<file path="config.mk">
export PLATFORM = sky130hd
export DESIGN_NAME = pin_lockout_access_gate_unit
export DESIGN_NICKNAME = d
export VERILOG_FILES = /design/src/design/plag_pkg.sv /design/src/design/pin_lockout_access_gate_unit.sv /design/src/design/plag_csr.sv /design/src/design/plag_core.sv
export VERILOG_INCLUDE_DIRS = /design/src /design/src/design
export SDC_FILE = /design/constraint.sdc
export NUM_CORES = 1
export LEC_CHECK = 0
export BUFFER_PORTS_ARGS = -buffer_cell sky130_fd_sc_hd__buf_2
export CORE_UTILIZATION = 50
export CTS_CLUSTER_SIZE = 10
export DETAILED_ROUTE_END_ITERATION = 7
export PLACE_DENSITY = 0.84
export SLEW_MARGIN = 20
export SYNTH_ARGS = -nofsm -noshare
export SYNTH_HDL_FRONTEND = slang
export SYNTH_SLANG_ARGS = --single-unit
</file>
<file path="constraint.sdc">
create_clock -name clock -period 4 [get_ports clock]
set_clock_uncertainty 0.15 [all_clocks]
set_input_delay 0.4 -clock clock [delete_from_list [all_inputs] [get_ports clock]]
set_output_delay 0.4 -clock clock [all_outputs]
set_load 0.005 [all_outputs]
</file>
<file path="src/design/pin_lockout_access_gate_unit_defines.svh">
// Assertion macros shared by the PIN lockout access gate files.
`ifndef PIN_LOCKOUT_ACCESS_GATE_UNIT_DEFINES_SVH
`define PIN_LOCKOUT_ACCESS_GATE_UNIT_DEFINES_SVH

`ifndef SYNTHESIS
// clocked check, muted while reset is high
`define PLAG_ASSERT(lbl, prop, msg) \
   lbl: assert property (@(posedge clock) disable iff (reset) prop) else $error(msg);
// clocked check that also holds through reset
`define PLAG_ASSERT_ALWAYS(lbl, prop, msg) \
   lbl: assert property (@(posedge clock) prop) else $error(msg);
`else
`define PLAG_ASSERT(lbl, prop, msg)
`define PLAG_ASSERT_ALWAYS(lbl, prop, msg)
`endif

`endif

</file>
<file path="src/design/plag_pkg.sv">
// Shared types, codes and access tables for the PIN lockout access gate.
package plag_pkg;

   localparam int CMD_W       = 3;
   localparam int TIME_W      = 48;
   localparam int PIN_W       = 48;
   localparam int PIN_LEN_W   = 9;
   localparam int CODE_W      = 8;
   localparam int CHAR_W      = 4;
   localparam int STATUS_W    = 3;
   localparam int LEVEL_W     = 2;
   localparam int COUNT_W     = 8;
   localparam int MAX_ATT_W   = 8;
   localparam int LOCK_T_W    = 40;
   localparam int CSR_IDX_W   = 3;
   localparam int CSR_DATA_W  = 48;

   localparam logic [PIN_LEN_W-1:0] PIN_BYTES = 9'd6;
   localparam logic [COUNT_W-1:0]   COUNT_CAP = 8'hFF;

   localparam logic [MAX_ATT_W-1:0] MAX_ATTEMPTS_RST = 8'd5;
   localparam logic [LOCK_T_W-1:0]  LOCKOUT_TIME_RST = 40'd60000000;

   // access levels; NEED_NONE marks an unsupported characteristic
   localparam logic [LEVEL_W-1:0] LEVEL_0   = 2'd0;
   localparam logic [LEVEL_W-1:0] LEVEL_1   = 2'd1;
   localparam logic [LEVEL_W-1:0] LEVEL_2   = 2'd2;
   localparam logic [LEVEL_W-1:0] NEED_NONE = 2'd3;

   typedef enum logic [CMD_W-1:0] {
      CMD_CONNECT    = 3'd0,
      CMD_DISCONNECT = 3'd1,
      CMD_PIN        = 3'd2,
      CMD_ADMIN      = 3'd3,
      CMD_COMMAND    = 3'd4,
      CMD_ACCESS     = 3'd5
   } cmd_type;

   typedef enum logic [STATUS_W-1:0] {
      ST_OK     = 3'd0,
      ST_FAIL   = 3'd1,
      ST_LOCKED = 3'd2,
      ST_UNAUTH = 3'd3,
      ST_INSUFF = 3'd4,
      ST_UNSUP  = 3'd5
   } status_type;

   typedef enum logic [CSR_IDX_W-1:0] {
      CSR_MAX_ATTEMPTS   = 3'd0,
      CSR_LOCKOUT_TIME   = 3'd1,
      CSR_PIN_CODE       = 3'd2,
      CSR_RESTART_OPCODE = 3'd3
   } csr_index_type;

   typedef struct packed {
      logic [CMD_W-1:0]     cmd;
      logic [TIME_W-1:0]    now_time;
      logic [PIN_W-1:0]     pin_value;
      logic [PIN_LEN_W-1:0] pin_length;
      logic                 admin_token_ok;
      logic [CODE_W-1:0]    command_code;
      logic [CHAR_W-1:0]    char_index;
      logic                 is_write;
      logic                 link_ok;
   } req_item_type;

   typedef struct packed {
      status_type           status;
      logic                 notify;
      logic [LEVEL_W-1:0]   level_now;
      logic [COUNT_W-1:0]   attempts_now;
      logic                 locked_now;
   } rsp_item_type;

   typedef struct packed {
      logic [MAX_ATT_W-1:0] max_attempts;
      logic [LOCK_T_W-1:0]  lockout_time;
      logic [PIN_W-1:0]     pin_code;
      logic [CODE_W-1:0]    restart_opcode;
   } cfg_type;

   function automatic logic [LEVEL_W-1:0] read_need(input logic [CHAR_W-1:0] idx);
      logic [LEVEL_W-1:0] need;
      case (idx)
         4'd6:                          need = LEVEL_0;
         4'd0, 4'd2, 4'd4, 4'd10, 4'd13: need = LEVEL_1;
         4'd7, 4'd11:                   need = LEVEL_2;
         default:                       need = NEED_NONE;
      endcase
      return need;
   endfunction

   function automatic logic [LEVEL_W-1:0] write_need(input logic [CHAR_W-1:0] idx);
      logic [LEVEL_W-1:0] need;
      case (idx)
         4'd0, 4'd1, 4'd2, 4'd3, 4'd4, 4'd5, 4'd12: need = LEVEL_1;
         4'd11:                                     need = LEVEL_2;
         default:                                   need = LEVEL_0;
      endcase
      return need;
   endfunction

endpackage

</file>
<file path="src/design/pin_lockout_access_gate_unit.sv">
// Top level of the PIN lockout access gate: input register, decision core, result register.
//
// PIN lockout access gate. Each transfer on the req_ channel is one link event (connect,
// disconnect, PIN attempt, admin attempt, command, characteristic access check) and
// yields exactly one transfer on the rsp_ channel carrying the status, the notify flag
// and the level, wrong-PIN count and lockout flag as they stand after that event.
// Throughput is one event per clock while rsp_stall is low: the event is captured in an
// input register, judged against the gate state, and the answer is parked in a result
// register, so rsp_valid rises once the event has passed through both registers. The
// per-cycle work is set by the 48-bit deadline compare and the 48-bit lockout deadline
// add. While a result waits under rsp_stall a further event is still taken into the
// input register; req_stall rises only when both registers are full and rsp_stall holds
// the result. Configuration (index 0 max_attempts, 1 lockout_time, 2 pin_code,
// 3 restart_opcode; higher indexes ignored) is written through csr_ with no wait, and
// should only be written while no event is in flight.
module pin_lockout_access_gate_unit (
   input  logic                            clock,
   input  logic                            reset,
   // event channel
   input  logic                            req_valid,
   output logic                            req_stall,
   input  logic [plag_pkg::CMD_W-1:0]      req_cmd,
   input  logic [plag_pkg::TIME_W-1:0]     req_now_time,
   input  logic [plag_pkg::PIN_W-1:0]      req_pin_value,
   input  logic [plag_pkg::PIN_LEN_W-1:0]  req_pin_length,
   input  logic                            req_admin_token_ok,
   input  logic [plag_pkg::CODE_W-1:0]     req_command_code,
   input  logic [plag_pkg::CHAR_W-1:0]     req_char_index,
   input  logic                            req_is_write,
   input  logic                            req_link_ok,
   // result channel
   output logic                            rsp_valid,
   input  logic                            rsp_stall,
   output logic [plag_pkg::STATUS_W-1:0]   rsp_status,
   output logic                            rsp_notify,
   output logic [plag_pkg::LEVEL_W-1:0]    rsp_level_now,
   output logic [plag_pkg::COUNT_W-1:0]    rsp_attempts_now,
   output logic                            rsp_locked_now,
   // configuration write port
   input  logic                            csr_wr_en,
   input  logic [plag_pkg::CSR_IDX_W-1:0]  csr_index,
   input  logic [plag_pkg::CSR_DATA_W-1:0] csr_wdata
);
   import plag_pkg::*;

   `include "pin_lockout_access_gate_unit_defines.svh"

   cfg_type      cfg;
   req_item_type req_item;
   req_item_type item_ff;
   logic         item_valid_ff, item_valid_in;
   rsp_item_type result;
   rsp_item_type rsp_ff;
   logic         rsp_valid_ff, rsp_valid_in;
   logic         out_free;
   logic         fire;
   logic         req_take;

   assign req_item.cmd            = req_cmd;
   assign req_item.now_time       = req_now_time;
   assign req_item.pin_value      = req_pin_value;
   assign req_item.pin_length     = req_pin_length;
   assign req_item.admin_token_ok = req_admin_token_ok;
   assign req_item.command_code   = req_command_code;
   assign req_item.char_index     = req_char_index;
   assign req_item.is_write       = req_is_write;
   assign req_item.link_ok        = req_link_ok;

   // result register can load when empty or being drained this cycle
   assign out_free  = !rsp_valid_ff || !rsp_stall;
   // the held event is judged and its answer registered
   assign fire      = item_valid_ff && out_free;
   assign req_stall = item_valid_ff && !out_free;
   assign req_take  = req_valid && !req_stall;

   assign item_valid_in = req_take || (item_valid_ff && !fire);
   assign rsp_valid_in  = fire || (rsp_valid_ff && rsp_stall);

   always_ff @(posedge clock) begin
      if (reset) begin
         item_valid_ff <= 1'b0;
         rsp_valid_ff  <= 1'b0;
      end else begin
         item_valid_ff <= item_valid_in;
         rsp_valid_ff  <= rsp_valid_in;
      end
   end

   // payload registers, no reset needed
   always_ff @(posedge clock) begin
      if (req_take) begin
         item_ff <= req_item;
      end
      if (fire) begin
         rsp_ff <= result;
      end
   end

   plag_csr u_csr (
      .clock     (clock),
      .reset     (reset),
      .csr_wr_en (csr_wr_en),
      .csr_index (csr_index),
      .csr_wdata (csr_wdata),
      .cfg       (cfg)
   );

   plag_core u_core (
      .clock  (clock),
      .reset  (reset),
      .fire   (fire),
      .item   (item_ff),
      .cfg    (cfg),
      .result (result)
   );

   assign rsp_valid        = rsp_valid_ff;
   assign rsp_status       = rsp_ff.status;
   assign rsp_notify       = rsp_ff.notify;
   assign rsp_level_now    = rsp_ff.level_now;
   assign rsp_attempts_now = rsp_ff.attempts_now;
   assign rsp_locked_now   = rsp_ff.locked_now;

   // a judged event always shows up in the result register next cycle
   `PLAG_ASSERT(a_fire_to_rsp, fire |=> rsp_valid_ff, "judged event lost")
   // an event is only taken when the input register is empty or moving on
   `PLAG_ASSERT(a_no_overwrite, (item_valid_ff && !fire) |-> !req_take, "held event overwritten")

endmodule

</file>
<file path="src/design/plag_csr.sv">
// Configuration registers of the PIN lockout access gate.
module plag_csr (
   input  logic                          clock,
   input  logic                          reset,
   input  logic                          csr_wr_en,
   input  logic [plag_pkg::CSR_IDX_W-1:0]  csr_index,
   input  logic [plag_pkg::CSR_DATA_W-1:0] csr_wdata,
   output plag_pkg::cfg_type             cfg
);
   import plag_pkg::*;

   cfg_type cfg_ff;
   cfg_type cfg_in;

   always_comb begin
      cfg_in = cfg_ff;
      if (csr_wr_en) begin
         unique case (csr_index_type'(csr_index))
            CSR_MAX_ATTEMPTS:   cfg_in.max_attempts   = csr_wdata[MAX_ATT_W-1:0];
            CSR_LOCKOUT_TIME:   cfg_in.lockout_time   = csr_wdata[LOCK_T_W-1:0];
            CSR_PIN_CODE:       cfg_in.pin_code       = csr_wdata[PIN_W-1:0];
            CSR_RESTART_OPCODE: cfg_in.restart_opcode = csr_wdata[CODE_W-1:0];
            default:            cfg_in = cfg_ff; // indexes past the list are ignored
         endcase
      end
   end

   always_ff @(posedge clock) begin
      if (reset) begin
         cfg_ff.max_attempts   <= MAX_ATTEMPTS_RST;
         cfg_ff.lockout_time   <= LOCKOUT_TIME_RST;
         cfg_ff.pin_code       <= '0;
         cfg_ff.restart_opcode <= '0;
      end else begin
         cfg_ff <= cfg_in;
      end
   end

   assign cfg = cfg_ff;

endmodule

</file>
<file path="src/design/plag_core.sv">
// Gate state and per-event decision logic of the PIN lockout access gate.
`include "pin_lockout_access_gate_unit_defines.svh"

module plag_core (
   input  logic                   clock,
   input  logic                   reset,
   input  logic                   fire,
   input  plag_pkg::req_item_type item,
   input  plag_pkg::cfg_type      cfg,
   output plag_pkg::rsp_item_type result
);
   import plag_pkg::*;

   logic [LEVEL_W-1:0] level_ff, level_in;
   logic               link_ff, link_in;
   logic [COUNT_W-1:0] count_ff, count_in;
   logic [TIME_W-1:0]  deadline_ff, deadline_in;

   logic               lock_set;
   logic               lock_active;
   logic               pin_match;
   logic [COUNT_W-1:0] base_count;
   logic [COUNT_W-1:0] bumped_count;
   logic [TIME_W:0]    lock_sum;
   logic [TIME_W-1:0]  lock_until;
   logic [LEVEL_W-1:0] cmd_need;
   logic [LEVEL_W-1:0] chr_need;
   status_type         status;
   logic               notify;

   assign lock_set    = (deadline_ff != '0);
   assign lock_active = lock_set && (item.now_time < deadline_ff);
   assign pin_match   = (item.pin_length == PIN_BYTES) && (item.pin_value == cfg.pin_code);
   // an expired lockout forgets the old count before this attempt is judged
   assign base_count   = lock_set ? '0 : count_ff;
   assign bumped_count = (base_count == COUNT_CAP) ? COUNT_CAP : base_count + 1'b1;
   assign lock_sum     = {1'b0, item.now_time} + {{(TIME_W + 1 - LOCK_T_W){1'b0}},
                                                   cfg.lockout_time};
   assign lock_until   = lock_sum[TIME_W] ? '1 : lock_sum[TIME_W-1:0];
   assign cmd_need     = (item.command_code == cfg.restart_opcode) ? LEVEL_1 : LEVEL_2;
   assign chr_need     = item.is_write ? write_need(item.char_index)
                                       : read_need(item.char_index);

   always_comb begin
      level_in    = level_ff;
      link_in     = link_ff;
      count_in    = count_ff;
      deadline_in = deadline_ff;
      status      = ST_UNSUP;
      notify      = 1'b0;
      unique case (cmd_type'(item.cmd))
         CMD_CONNECT: begin
            if (item.link_ok) begin
               link_in  = 1'b1;
               level_in = LEVEL_0;
               status   = ST_OK;
            end else begin
               status   = ST_FAIL;
            end
         end
         CMD_DISCONNECT: begin
            link_in  = 1'b0;
            level_in = LEVEL_0;
            status   = ST_OK;
         end
         CMD_PIN: begin
            notify = link_ff;
            if (lock_active) begin
               status = ST_LOCKED;
            end else if (pin_match) begin
               level_in    = LEVEL_1;
               count_in    = '0;
               deadline_in = '0;
               status      = ST_OK;
            end else begin
               count_in = bumped_count;
               if (bumped_count >= cfg.max_attempts) begin
                  deadline_in = lock_until;
                  status      = ST_LOCKED;
               end else begin
                  deadline_in = '0;
                  status      = ST_FAIL;
               end
            end
         end
         CMD_ADMIN: begin
            notify = link_ff;
            if (level_ff < LEVEL_1) begin
               status = ST_UNAUTH;
            end else if (item.admin_token_ok) begin
               level_in = LEVEL_2;
               status   = ST_OK;
            end else begin
               status   = ST_FAIL;
            end
         end
         CMD_COMMAND: begin
            notify = link_ff;
            status = (level_ff < cmd_need) ? ST_UNAUTH : ST_OK;
         end
         CMD_ACCESS: begin
            if (chr_need == NEED_NONE) begin
               status = ST_UNSUP;
            end else if (level_ff < chr_need) begin
               status = ST_INSUFF;
            end else begin
               status = ST_OK;
            end
         end
         default: status = ST_UNSUP;
      endcase
   end

   always_ff @(posedge clock) begin
      if (reset) begin
         level_ff    <= LEVEL_0;
         link_ff     <= 1'b0;
         count_ff    <= '0;
         deadline_ff <= '0;
      end else if (fire) begin
         level_ff    <= level_in;
         link_ff     <= link_in;
         count_ff    <= count_in;
         deadline_ff <= deadline_in;
      end
   end

   assign result.status       = status;
   assign result.notify       = notify;
   assign result.level_now    = level_in;
   assign result.attempts_now = count_in;
   assign result.locked_now   = (deadline_in != '0);

   // a lockout deadline always comes with a nonzero wrong count
   `PLAG_ASSERT_ALWAYS(a_lock_has_count, (deadline_ff != '0) |-> (count_ff != '0), "deadline without count")
   // an attempt during lockout leaves count and deadline untouched
   `PLAG_ASSERT(a_lock_holds, (fire && item.cmd == CMD_PIN && lock_active) |=> ($stable(count_ff) && $stable(deadline_ff)), "lockout state moved")
   // a matching PIN outside lockout grants level one and clears the count
   `PLAG_ASSERT(a_match_grants, (fire && item.cmd == CMD_PIN && !lock_active && pin_match) |=> (level_ff == LEVEL_1 && count_ff == '0 && deadline_ff == '0), "PIN match not granted")

endmodule
</file>
After elaboration in Yosys (flattened, before gate mapping) --
Memory sizes are Yosys's and may differ from the RTL's. A register that Yosys moved wholly into a read port is not among the register bits. Index checks and enable logic that the tools add are counted.
Storage, ports and cells: output and inout port bits 17, bits in read-only memories 64, RAM bits 0, input port bits 179, memories 2, register bits 303, logic and storage cells 105, latch bits 0
Operators by class: shift-type cells 0, $lt $le $gt $ge 5, reductions and logical operators 26, divide/modulo/power cells 0, multipliers 0, equal/unequal tests 14, bitwise gates (word level) 0, multiplexer cells 32, add/subtract/negate cells 2
Memory list:
- (name not given) | words 16, bits a word 2, rd ports 1, clocked after memory_dff 1, wr ports 0, RTL line plag_pkg.sv:84 | case (idx)
- (name not given) | words 16, bits a word 2, rd ports 1, clocked after memory_dff 1, wr ports 0, RTL line plag_pkg.sv:95 | case (idx)
Operator list (count):
- 48-bit 2-to-1 mux | 5
- 48-bit nonzero test | 2
- 48-bit by 40-bit adder with 49-bit output | 1
- 48-bit equality test | 1
- 48-bit < comparator | 1
- 8-bit 2-to-1 mux | 5
- 2-bit 2-to-1 mux | 9
- 3-bit one-hot mux with 6 select lines | 1
- 3-bit 2-to-1 mux | 5
- 3-bit by 2-bit equality test with 1-bit output (second input constant) | 4
- 9-bit by 3-bit equality test with 1-bit output (second input constant) | 1
- 8-bit by 1-bit adder with 8-bit output (second input constant) | 1
- 8-bit equality test | 1
- 8-bit equality test (second input constant) | 1
- 8-bit greater-or-equal comparator | 1
- 4-bit 2-to-1 mux | 2
- 2-bit one-hot mux with 4 select lines | 1
- 2-bit AND reduction | 4
- 1-bit logical AND | 7
- 3-bit by 1-bit equality test with 1-bit output (second input constant) | 2
- 3-bit equality test (second input constant) | 2
- 3-bit logical NOT | 2
- 1-bit logical NOT | 5
- 2-bit < comparator | 2
- other kinds (9) | 13

Depth between registers and ports, before layout --
Gate-level depths: netlist (run 1).
word-level depth 10, mapped depth 25, mapped depth without buffers 23

Cells and area by module --
Synthesis (run 1) repeated with hierarchy kept, for this count alone.
Unflattened totals: cells, all modules 1696, area total of the unflattened synthesis 16549.6 sq um
By module, submodules not included:
- plag_core | cells an instance 1141, instances 1, sequential area each 1181.1 sq um, area an instance 8020.2 sq um
- plag_csr | cells an instance 407, instances 1, sequential area each 2082.0 sq um, area an instance 4299.1 sq um
- pin_lockout_access_gate_unit | cells an instance 148, instances 1, sequential area each 4184.0 sq um, area an instance 4230.3 sq um

Worst setup path after synthesis (run 1) --
Ideal clock, no wire load.
path type reg2reg, start point register u_core.deadline_ff[24], end point register rsp_ff (netlist bit rsp_locked_now) (data pin), data arrival time 4032 ps, cell stages (with the launch flop) 25, period minus slack after synthesis 4452 ps, data required time 3581 ps, path slack -452 ps, buffers on the path 2, path through dfxtp_1 nor4_1 nand4_1 nor3_1 and4_1 buf_4 and2_1 ha_1 nand2_1 nor3_1 and2_1 nor2b_1 ha_1 nand2b_1 a211oi_1 o31ai_1 a21oi_1 o21a_1 nor2_2 nand2_2 buf_4 o32ai_1 nor4_1 and4_1 nand4_1
RTL lines:
- start, declared | RTL line plag_core.sv:17 | logic [TIME_W-1:0] deadline_ff, deadline_in;
- start signal, assigned | RTL line plag_core.sv:124 | deadline_ff <= deadline_in;
- end signal, assigned | RTL line pin_lockout_access_gate_unit.sv:95 | rsp_ff <= result;
- end, declared | RTL line pin_lockout_access_gate_unit.sv:53 | rsp_item_type rsp_ff;

==> impl_metrics.csv, run 1 <==
group,metric,value,unit
power_and_ir_drop,peakVddDrop,486,uV
global_routing,grt_first_pass_wirelength,82.1,mm
cells_and_area,drive_above_1_share,0.225,
timing,relSlewSlack,0.331,
global_routing,antenna_found_initial,1,
global_routing,grt_start_max_net_pins,151,
worst_setup_path,worst_setup_path_end_kind,"flop",
place,numPortBuffers,195,
logic_synthesis,synthesis.nets,1948,
outcome,violations,"setup timing",
global_routing,gr-total-overflow,0,
cts,clock_path_buffers,3,
power_and_ir_drop,power.density,374,nW/um2
hold_path,hold_path_class,"in2reg",
worst_setup_path,arrival,4.74,ns
logic_synthesis,synth_commonest_cells,"323 x nand2_1, 205 x a21oi_1, 169 x dfxtp_1",
logic_synthesis,ys_top_cells_by_area,"edfxtp_1 26%, dfxtp_1 22%, ha_1 7.8%",
cells_and_area,utilization,0.693,
routing,vias_per_cell,5.85,
cts,numClockSinks,307,
routing,drc,0,
logic_synthesis,synth_cells,1670,
logic_synthesis,yosysTopAreaCellShare,0.265,
run,max_cap_violations,0,
floorplan,die_x,179,um
cts,clk_latency,0.53,ns
routing,first_iter_violations,1526,
logic_synthesis,post-synth-top-count-cell,"nand2_1",
routing,drt_wl_total,53.1,mm
floorplan,die_area,32000,um2
place,dpl_worst_slack,-0.787,ns
cts,path_clk_slew,0.06,ns
floorplan,rows,64,
worst_setup_path,worst_ep_required_time,4.11,ns
logic_synthesis,synth_top_area_cell,"edfxtp_1",
floorplan,fp.dieH,179,um
worst_setup_path,worst_r2r_path_depth,23,
power_and_ir_drop,leakage,0.00851,uW
cts,htree_levels,2,
hold_path,whs_path_depth,3,
logic_synthesis,async_flop_share,0,
logic_synthesis,synth_edf_count,138,
timing,setup_violations,50,
cts,cts_buffers,38,
cells_and_area,num_antenna_cells,0,
cts,cts-root-buf,"clkbuf_16",
cells_and_area,fin_nets,2439,
cells_and_area,area_growth,35.7,%
timing,layout_setup_ws,-0.632,ns
place,place.detailed.hpwl,33.8,mm
logic_synthesis,ys_seq_area_frac,0.481,
logic_synthesis,avgSynthCellArea,9.38,um2
worst_setup_path,worstPathMaxFanout,8,
floorplan,floorplan.core_area,30700,um2
worst_setup_path,crit_type,"reg2reg",
timing,tightest_slew,0.994,ns
timing,rsz0062_at_grt,"yes",
logic_synthesis,synth.ff_latch_count,307,
floorplan,io_pins,196,
logic_synthesis,ys_types,87,
timing,fin_crit,4.63,ns
floorplan,start_util,0.511,
worst_setup_path,cp-start-kind,"flop",
logic_synthesis,synth_top_flop_cell,"dfxtp_1",
routing,antenna_left,0,
cts,tritoncts,"yes",
routing,drt-wirelength-per-cell,20.5,um
global_routing,grtUsageTotal,0.334,
timing,holdWs,0.0192,ns
timing,max_freq,216,MHz
timing,hold_viol,0,
routing,first_pass_iters,5,
logic_synthesis,netlist_area,15700,um2
outcome,status,"complete, but fails checks",
timing,setup-tns-final,-17.89,ns
timing,finalCritPeriodShare,1.16,
logic_synthesis,yosysWarningCount,0,
timing,slew_violations,0,
global_routing,grt_pass1_vias,15106,
place,gp_congestion,0.935,
routing,vias,15123,
power_and_ir_drop,power,7940,uW
==> stage by stage <==
step,instances,cell area (um2)
2_1_floorplan,1670,15700
3_3_place_gp,2323,17900
3_5_place_dp,2323,17900
4_1_cts,2581,21000
5_1_grt,2586,21200
6_report,2586,21200
==> layout by cell type (no fill, tap or decap), types with 7 or more instances in the layout <==
cell type      count
nand2_1          322
a21oi_1          197
buf_2            194
dfxtp_1          166
dlygate4sd3_1    160
buf_4            157
edfxtp_1         138
ha_1              93
nor2_1            79
inv_1             68
xnor2_1           55
o21ai_0           45
xor2_1            40
clkbuf_16         40
nand4_1           33
nand3_1           33
clkbuf_1          24
nor4_1            23
a21o_1            21
nor3_1            18
a21oi_2           16
a211oi_1          13
o21ai_1           13
o211ai_1          13
mux2i_1           12
and2_1            11
o31ai_1           10
o21a_1             9
nand2b_1           9
a22oi_1            9
and3_1             7
==> registers in the layout, indices dropped and copies added, names as in the netlist, named ones only <==
register / cells
u_core.level_ff: 2
u_core.count_ff: 8
rsp_locked_now: 1
rsp_level_now: 2
u_core.deadline_ff: 48
u_core.link_ff: 1
item_ff: 123
item_valid_ff: 1
u_csr.cfg: 104
rsp_status: 3
rsp_valid: 1
rsp_notify: 1
rsp_attempts_now: 8
==> power by group <==
group	internal (uW)	switching (uW)	total (uW)
clock	1890	1360	3240
sequential	3420	87.6	3500
combinational	553	636	1190
==> path summary, 6_finish.rpt <==
| check | start | end | slack [ns] |
|---|---|---|---|
| worst max-delay path | u_core.deadline_ff[47] | rsp_locked_now | -0.63 |
| worst min-delay path | csr_wdata[7] | u_csr.cfg[63] | 0.02 |
| worst min register to register | u_csr.cfg[63] | u_csr.cfg[63] | 0.31 |
| worst max register to register | u_core.deadline_ff[47] | rsp_locked_now | -0.63 |
==> repair_timing <==
| action | 4_1_cts | 5_1_grt |
|---|---|---|
| pin swaps | 22 | 34 |
| gates resized for setup | 26 | 35 |
| endpoints found under the hold margin | 177 | 0 |
| gates cloned | 0 | 1 |
| setup endpoints to repair | 51 | 51 |
| setup buffers | 30 | 7 |
| hold buffers | 160 | 0 |
==> worst max-delay path, stage by stage (launching register included) <==
cell,delay [ns]
dfxtp_2,0.32
nor4_2,0.25
buf_4,0.15
nand4_1,0.18
nor3_2,0.21
and4_4,0.28
and2_4,0.16
ha_4,0.14
nand2_4,0.06
nor3_4,0.18
and2_4,0.22
nor2b_4,0.06
ha_4,0.20
nand2b_4,0.13
a211oi_2,0.19
o31ai_1,0.09
a21oi_1,0.17
o21a_1,0.21
nor2_4,0.08
nand2_4,0.18
o22ai_1,0.13
nor4bb_1,0.28
and4_1,0.24
nand4_1,0.08
==> metal layers <==
layer | track usage | vias up | wire length, um
met4 | 0.184 | 2 | 3040
met5 | 0 | - | 13
met3 | 0.0579 | 204 | 4680
met2 | 0.547 | 849 | 24800
li1 | - | 6955 | -
met1 | 0.416 | 7113 | 20500
==> logic make-up after synthesis <==
family,Yosys count,share of synthesized area
AOI/OAI and AO/OA,417,0.165
muxes,16,0.0112
adders and majority gates,99,0.0796
DFF,307,0.481
and+or+nand+nor,595,0.174
buffers and inverters,140,0.0354
xor gates and xnor gates,96,0.0537
==> area by class of cell <==
class / count / area [um2]
sequential: 307 / 7530
inverter: 72 / 274
multi-input combinational: 1223 / 7920
tap: 396 / 495
clock buffer: 65 / 1100
timing repair buffer: 519 / 3880
clock inverter: 4 / 47.5
fill: 2171 / 9430
Power figures use the tool's default switching activity.
==> run 2, diff against run 1 <==
--- a/config.mk
+++ b/config.mk
@@ -11,6 +11,7 @@
 export CTS_CLUSTER_SIZE = 10
 export DETAILED_ROUTE_END_ITERATION = 7
 export PLACE_DENSITY = 0.84
+export SKIP_LAST_GASP = 1
 export SLEW_MARGIN = 20
 export SYNTH_ARGS = -nofsm -noshare
 export SYNTH_HDL_FRONTEND = slang
==> run 2 against run 1 <==
  * The flow still finishes with violations (setup timing)
  * Count of clock-buffer cells in the layout is the same
  * First-iteration DRC count shrank 7.9%
  * Sequential cell count is the same
  * Final cell count is the same
  * Largest cell class unchanged
  * Global-route usage is the same
  * Design area is essentially flat
  * Utilization is essentially flat
==> impl_metrics.csv, run 2 (synthesis results as in run 1) <==
group,metric,value,unit
worst_setup_path,slowest_stage,"nor4_2",
cells_and_area,n_fill_cell,2173,
cells_and_area,num_antenna_cells,0,
routing,vias_per_cell,5.88,
power_and_ir_drop,p_int,5860,uW
timing,tightest_slew,1.01,ns
cts,htree_levels,2,
place,detailed_place.area,17900,um2
worst_setup_path,cp.buffers_inverters,0,
power_and_ir_drop,seqPwrFrac,0.442,
power_and_ir_drop,peakVddDrop,478,uV
timing,relSlewSlack,0.323,
cells_and_area,finish.instance_area,21200,um2
power_and_ir_drop,power,7940,uW
routing,drc,0,
power_and_ir_drop,power.density,374,nW/um2
worst_setup_path,crit_type,"reg2reg",
cells_and_area,regMostFlops,"item_ff",
worst_setup_path,worst_setup_path_end_kind,"flop",
cells_and_area,final_common_cell,"nand2_1",
worst_setup_path,path_cells,"nor4_2, nand4_1, nor3_2, and4_4, and2_4, ha_4, nand2_4, nor3_4, and2_4, nor2b_4, ha_4, nand2b_4, a211oi_2, o31ai_1, a21oi_1, o21a_1, nor2_4, nand2_4, o22ai_1, nor4bb_1, and4_1, nand4_1",
global_routing,grt_first_pass_wirelength,82.1,mm
timing,hold_viol,0,
cts,clk_latency,0.53,ns
timing,setup_violations,50,
global_routing,grtUsageTotal,0.334,
routing,drt_wl_total,53.3,mm
timing,rsz0062_at_grt,"yes",
place,place.detailed.hpwl,33.8,mm
place,dpl_worst_slack,-0.787,ns
cells_and_area,fin_nets,2439,
cells_and_area,drive_above_1_share,0.225,
cells_and_area,final_cell_mix,"322 x nand2_1, 197 x a21oi_1, 194 x buf_2",
power_and_ir_drop,p_sw,2080,uW
routing,antenna_left,0,
outcome,status,"complete, but fails checks",
outcome,violations,"setup timing",
routing,drt-wirelength-per-cell,20.6,um
floorplan,io_pins,196,
power_and_ir_drop,switching_share,0.262,
cells_and_area,utilization,0.693,
timing,finalCritPeriodShare,1.16,
floorplan,die_x,179,um
timing,slew_violations,0,
worst_setup_path,cp-start-kind,"flop",
cts,path_clk_slew,0.06,ns
hold_path,hold_path_class,"in2reg",
floorplan,fp.dieH,179,um
power_and_ir_drop,clockPowerShare,0.408,
floorplan,die_area,32000,um2
floorplan,rows,64,
worst_setup_path,worstPathMaxFanout,8,
routing,first_iter_violations,1405,
timing,fin_crit,4.63,ns
floorplan,floorplan.core_area,30700,um2
cts,cts-root-buf,"clkbuf_16",
place,numPortBuffers,195,
cts,cts_buffers,38,
cells_and_area,largest_register_ffs,123,
cells_and_area,area_growth,35.6,%
cts,clock_path_buffers,3,
place,gp_congestion,0.935,
floorplan,start_util,0.511,
cts,numClockSinks,307,
routing,vias,15194,
timing,max_freq,216,MHz
global_routing,antenna_found_initial,1,
worst_setup_path,worst_ep_required_time,4.10,ns
worst_setup_path,path_delay_family,"simple AND/OR/NAND/NOR gates",
power_and_ir_drop,leakage,0.00851,uW
run,max_cap_violations,0,
worst_setup_path,arrival,4.74,ns
cts,tritoncts,"yes",
worst_setup_path,slowest_delay,0.34,ns
routing,first_pass_iters,7,
global_routing,grt_start_max_net_pins,151,
global_routing,gr-total-overflow,0,
global_routing,grt_pass1_vias,15106,
power_and_ir_drop,p_comb_frac,0.150,
timing,layout_setup_ws,-0.633,ns
## run 2: cell counts in the layout (fill, tap and decap cells not counted)
No cell type changed its count.
## run 2: metrics by stage
stage               hold WS, ns  TNS [ns]  std cells
detailed placement        0.309    -16.94       2323
global route             0.0207    -29.25       2586
CTS                     0.00442    -11.61       2581
finish                   0.0227    -17.96       2586
floorplan                 0.290    -0.174       1670
global placement          0.301    -12.50       2323
## run 2: power groups by stage
stage | Sequential (uW) | Clock (uW) | Combinational [uW]
6_report | 3500 | 3240 | 1190
4_1_cts | 3500 | 3230 | 1100
5_1_grt | 3510 | 3390 | 1280
3_5_place_dp | 3560 | 0 | 916
2_1_floorplan | 3530 | 0 | 556
3_3_place_gp | 3560 | 0 | 894
## run 2: timing repair
action                     CTS  global route
cloned                       0             1
pin swaps                   22            34
setup endpoints to repair   51            51
resized for setup           26            34
hold endpoints to repair   177             0
hold buffers               160             0
buffers inserted            30             7
## run 2: path summary, 6_finish.rpt
kind,startpoint,to,slack [ns],cells past startpoint
setup / recovery,u_core.deadline_ff[24],rsp_locked_now,-0.63,22
hold / removal,csr_wdata[3],u_csr.cfg[59],0.02,3
setup reg to reg,u_core.deadline_ff[24],rsp_locked_now,-0.63,22
hold reg to reg,u_csr.cfg[6],u_csr.cfg[6],0.32,2
## run 2: worst min-delay path, cell delays in order
cell,delay [ns]
buf_2,0.14
nand2_1,0.06
a21oi_1,0.05
## run 2: area by class of cell
cell class | count | area [um2] | share of cell area
timing repair buffer | 519 | 3880 | 0.183
clock buffer | 65 | 1100 | 0.0520
sequential | 307 | 7530 | 0.355
inverter | 72 | 274 | 0.0129
multi-input combinational | 1223 | 7910 | 0.372
tap | 396 | 495 | 0.0233
clock inverter | 4 | 47.5 | 0.00224
## run 2: metal layers
layer / wire length (um) / vias up / track usage
met3: 4670 / 202 / 0.0579
met4: 3030 / 2 / 0.184
met2: 24900 / 910 / 0.547
met5: 13 / - / 0
li1: - / 6953 / -
met1: 20700 / 7127 / 0.416
==> run 3, diff against run 2 <==
--- a/config.mk
+++ b/config.mk
@@ -10,8 +10,7 @@
 export CORE_UTILIZATION = 50
 export CTS_CLUSTER_SIZE = 10
 export DETAILED_ROUTE_END_ITERATION = 7
-export PLACE_DENSITY = 0.84
-export SKIP_LAST_GASP = 1
+export PLACE_DENSITY = 0.81
 export SLEW_MARGIN = 20
 export SYNTH_ARGS = -nofsm -noshare
 export SYNTH_HDL_FRONTEND = slang
==> constraint.sdc (replaced) <==
create_clock -name clock -period 5.5 [get_ports clock]
set_clock_uncertainty 0.15 [all_clocks]
set_input_delay 0.55 -clock clock [delete_from_list [all_inputs] [get_ports clock]]
set_output_delay 0.55 -clock clock [all_outputs]
set_load 0.005 [all_outputs]
==> run 3 against run 2 <==
  * The run now ends clean
  * Total power decreased by 30%
  * Clock power shrank 27%
  * Setup slack better by 0.97 ns
  * Design area shrank 14%
  * Combinational power decreased by 47%
  * Count of clock-buffer cells in the layout up 2
  * Global-route usage is 6.1 points lower
  * Largest cell class unchanged
==> impl_metrics.csv, run 3 (synthesis results as in run 1) <==
group,metric,value,unit
outcome,status,"finished, final reports clean",
timing,finalCritPeriodShare,0.939,
place,numPortBuffers,195,
floorplan,die_x,179,um
cts,tritoncts,"yes",
power_and_ir_drop,leakage,0.00704,uW
cells_and_area,n_fill_cell,2600,
cts,cts_buffers,38,
hold_path,hold_path_class,"in2reg",
cts,clk_latency,0.53,ns
worst_setup_path,arrival,5.27,ns
place,dpl_worst_slack,0.186,ns
floorplan,rows,64,
cells_and_area,num_antenna_cells,0,
routing,vias,13243,
power_and_ir_drop,power,5530,uW
cts,numClockSinks,307,
cts,clock_path_buffers,3,
cells_and_area,area_growth,16.2,%
cells_and_area,final_cell_mix,"322 x nand2_1, 205 x a21oi_1, 194 x buf_2",
cells_and_area,fin_nets,2131,
timing,layout_setup_ws,0.337,ns
timing,tightest_slew,0.956,ns
global_routing,antenna_found_initial,1,
worst_setup_path,worst_setup_path_end_kind,"flop",
global_routing,grt_first_pass_wirelength,67.5,mm
worst_setup_path,crit_type,"reg2reg",
place,detailed_place.area,17000,um2
worst_setup_path,path_delay_family,"simple AND/OR/NAND/NOR gates",
power_and_ir_drop,peakVddDrop,301,uV
timing,setup_violations,0,
worst_setup_path,worst_ep_required_time,5.61,ns
floorplan,fp.dieH,179,um
worst_setup_path,path_cells,"nor4_2, nand4_1, nor3_2, and4_2, and2_1, ha_1, nand2_1, nor3_2, and2_4, nor2b_1, ha_1, nand2b_1, a211oi_1, o31ai_1, a21oi_1, o21a_1, nor2_2, buf_4, nor2_1, a221o_1, nor4bb_2, and4_1, nand4_1",
global_routing,grtUsageTotal,0.273,
timing,hold_viol,0,
cts,cts.hold.buffers_added,0,
place,gp_congestion,0.985,
routing,first_iter_violations,1105,
timing,rsz0062_at_grt,"no",
routing,drt_wl_total,43.4,mm
timing,fin_crit,5.16,ns
worst_setup_path,slowest_delay,0.33,ns
cells_and_area,final_common_cell,"nand2_1",
worst_setup_path,slowest_stage,"dfxtp_1",
cells_and_area,largest_register_ffs,123,
cells_and_area,finish.instance_area,18200,um2
cts,path_clk_slew,0.06,ns
floorplan,floorplan.core_area,30700,um2
worst_setup_path,cp.buffers_inverters,1,
cts,cts-root-buf,"clkbuf_16",
timing,setup-tns-final,0,ns
global_routing,grt_start_max_net_pins,72,
floorplan,die_area,32000,um2
worst_setup_path,cp-start-kind,"flop",
routing,drt-wirelength-per-cell,19.0,um
cts,htree_levels,2,
routing,vias_per_cell,5.81,
routing,drc,0,
global_routing,gr-total-overflow,0,
worst_setup_path,worstPathMaxFanout,6,
global_routing,grt_pass1_vias,12637,
floorplan,start_util,0.511,
place,place.detailed.hpwl,32.4,mm
cells_and_area,regMostFlops,"item_ff",
routing,antenna_left,0,
floorplan,io_pins,196,
run,max_cap_violations,0,
cells_and_area,utilization,0.593,
timing,slew_violations,0,
cells_and_area,drive_above_1_share,0.161,
power_and_ir_drop,power.density,304,nW/um2
timing,relSlewSlack,0.362,
timing,max_freq,194,MHz
routing,first_pass_iters,6,
run 3: metrics by stage:
stage	hold slack [ns]	std cells
finish	0.0446	2279
global route	0.0242	2279
CTS	0.0274	2279
detailed placement	0.310	2209
global placement	0.301	2209
floorplan	0.290	1670
run 3: final timing paths:
check	start	to	slack (ns)	cells after the start
setup / recovery	u_core.deadline_ff[37]	rsp_locked_now	0.34	23
hold / removal	req_now_time[24]	item_ff[96]	0.04	1
setup reg to reg	u_core.deadline_ff[37]	rsp_locked_now	0.34	23
hold reg to reg	u_csr.cfg[59]	u_csr.cfg[59]	0.32	2
run 3: report_power, final:
part	total, uW	internal, uW	switching (uW)
combinational	631	243	388
clock	2360	1420	934
sequential	2540	2480	58.2
total	5530	4150	1380
run 3: layout make-up:
type,instances,area [um2],share of cell area
Timing Repair Buffer,211,1100,0.0604
Tap cell,396,495,0.0272
Inverter,72,273,0.0150
Clock buffer,67,1150,0.0634
Multi-Input combinational cell,1223,7620,0.419
Sequential cell,307,7530,0.414
Clock inverter,3,33.8,0.00186
run 3: what timing repair did:
item | 4_1_cts | 5_1_grt
gates resized for setup | 0 | 8
setup endpoints to repair | 0 | 1
buffers inserted | 0 | 0
hold endpoints to repair | 0 | 0
run 3: metal layers:
layer,wire [um],global-route usage
met1,18400,0.365
met2,19800,0.432
met3,3610,0.0507
met4,1620,0.116
met5,17,0
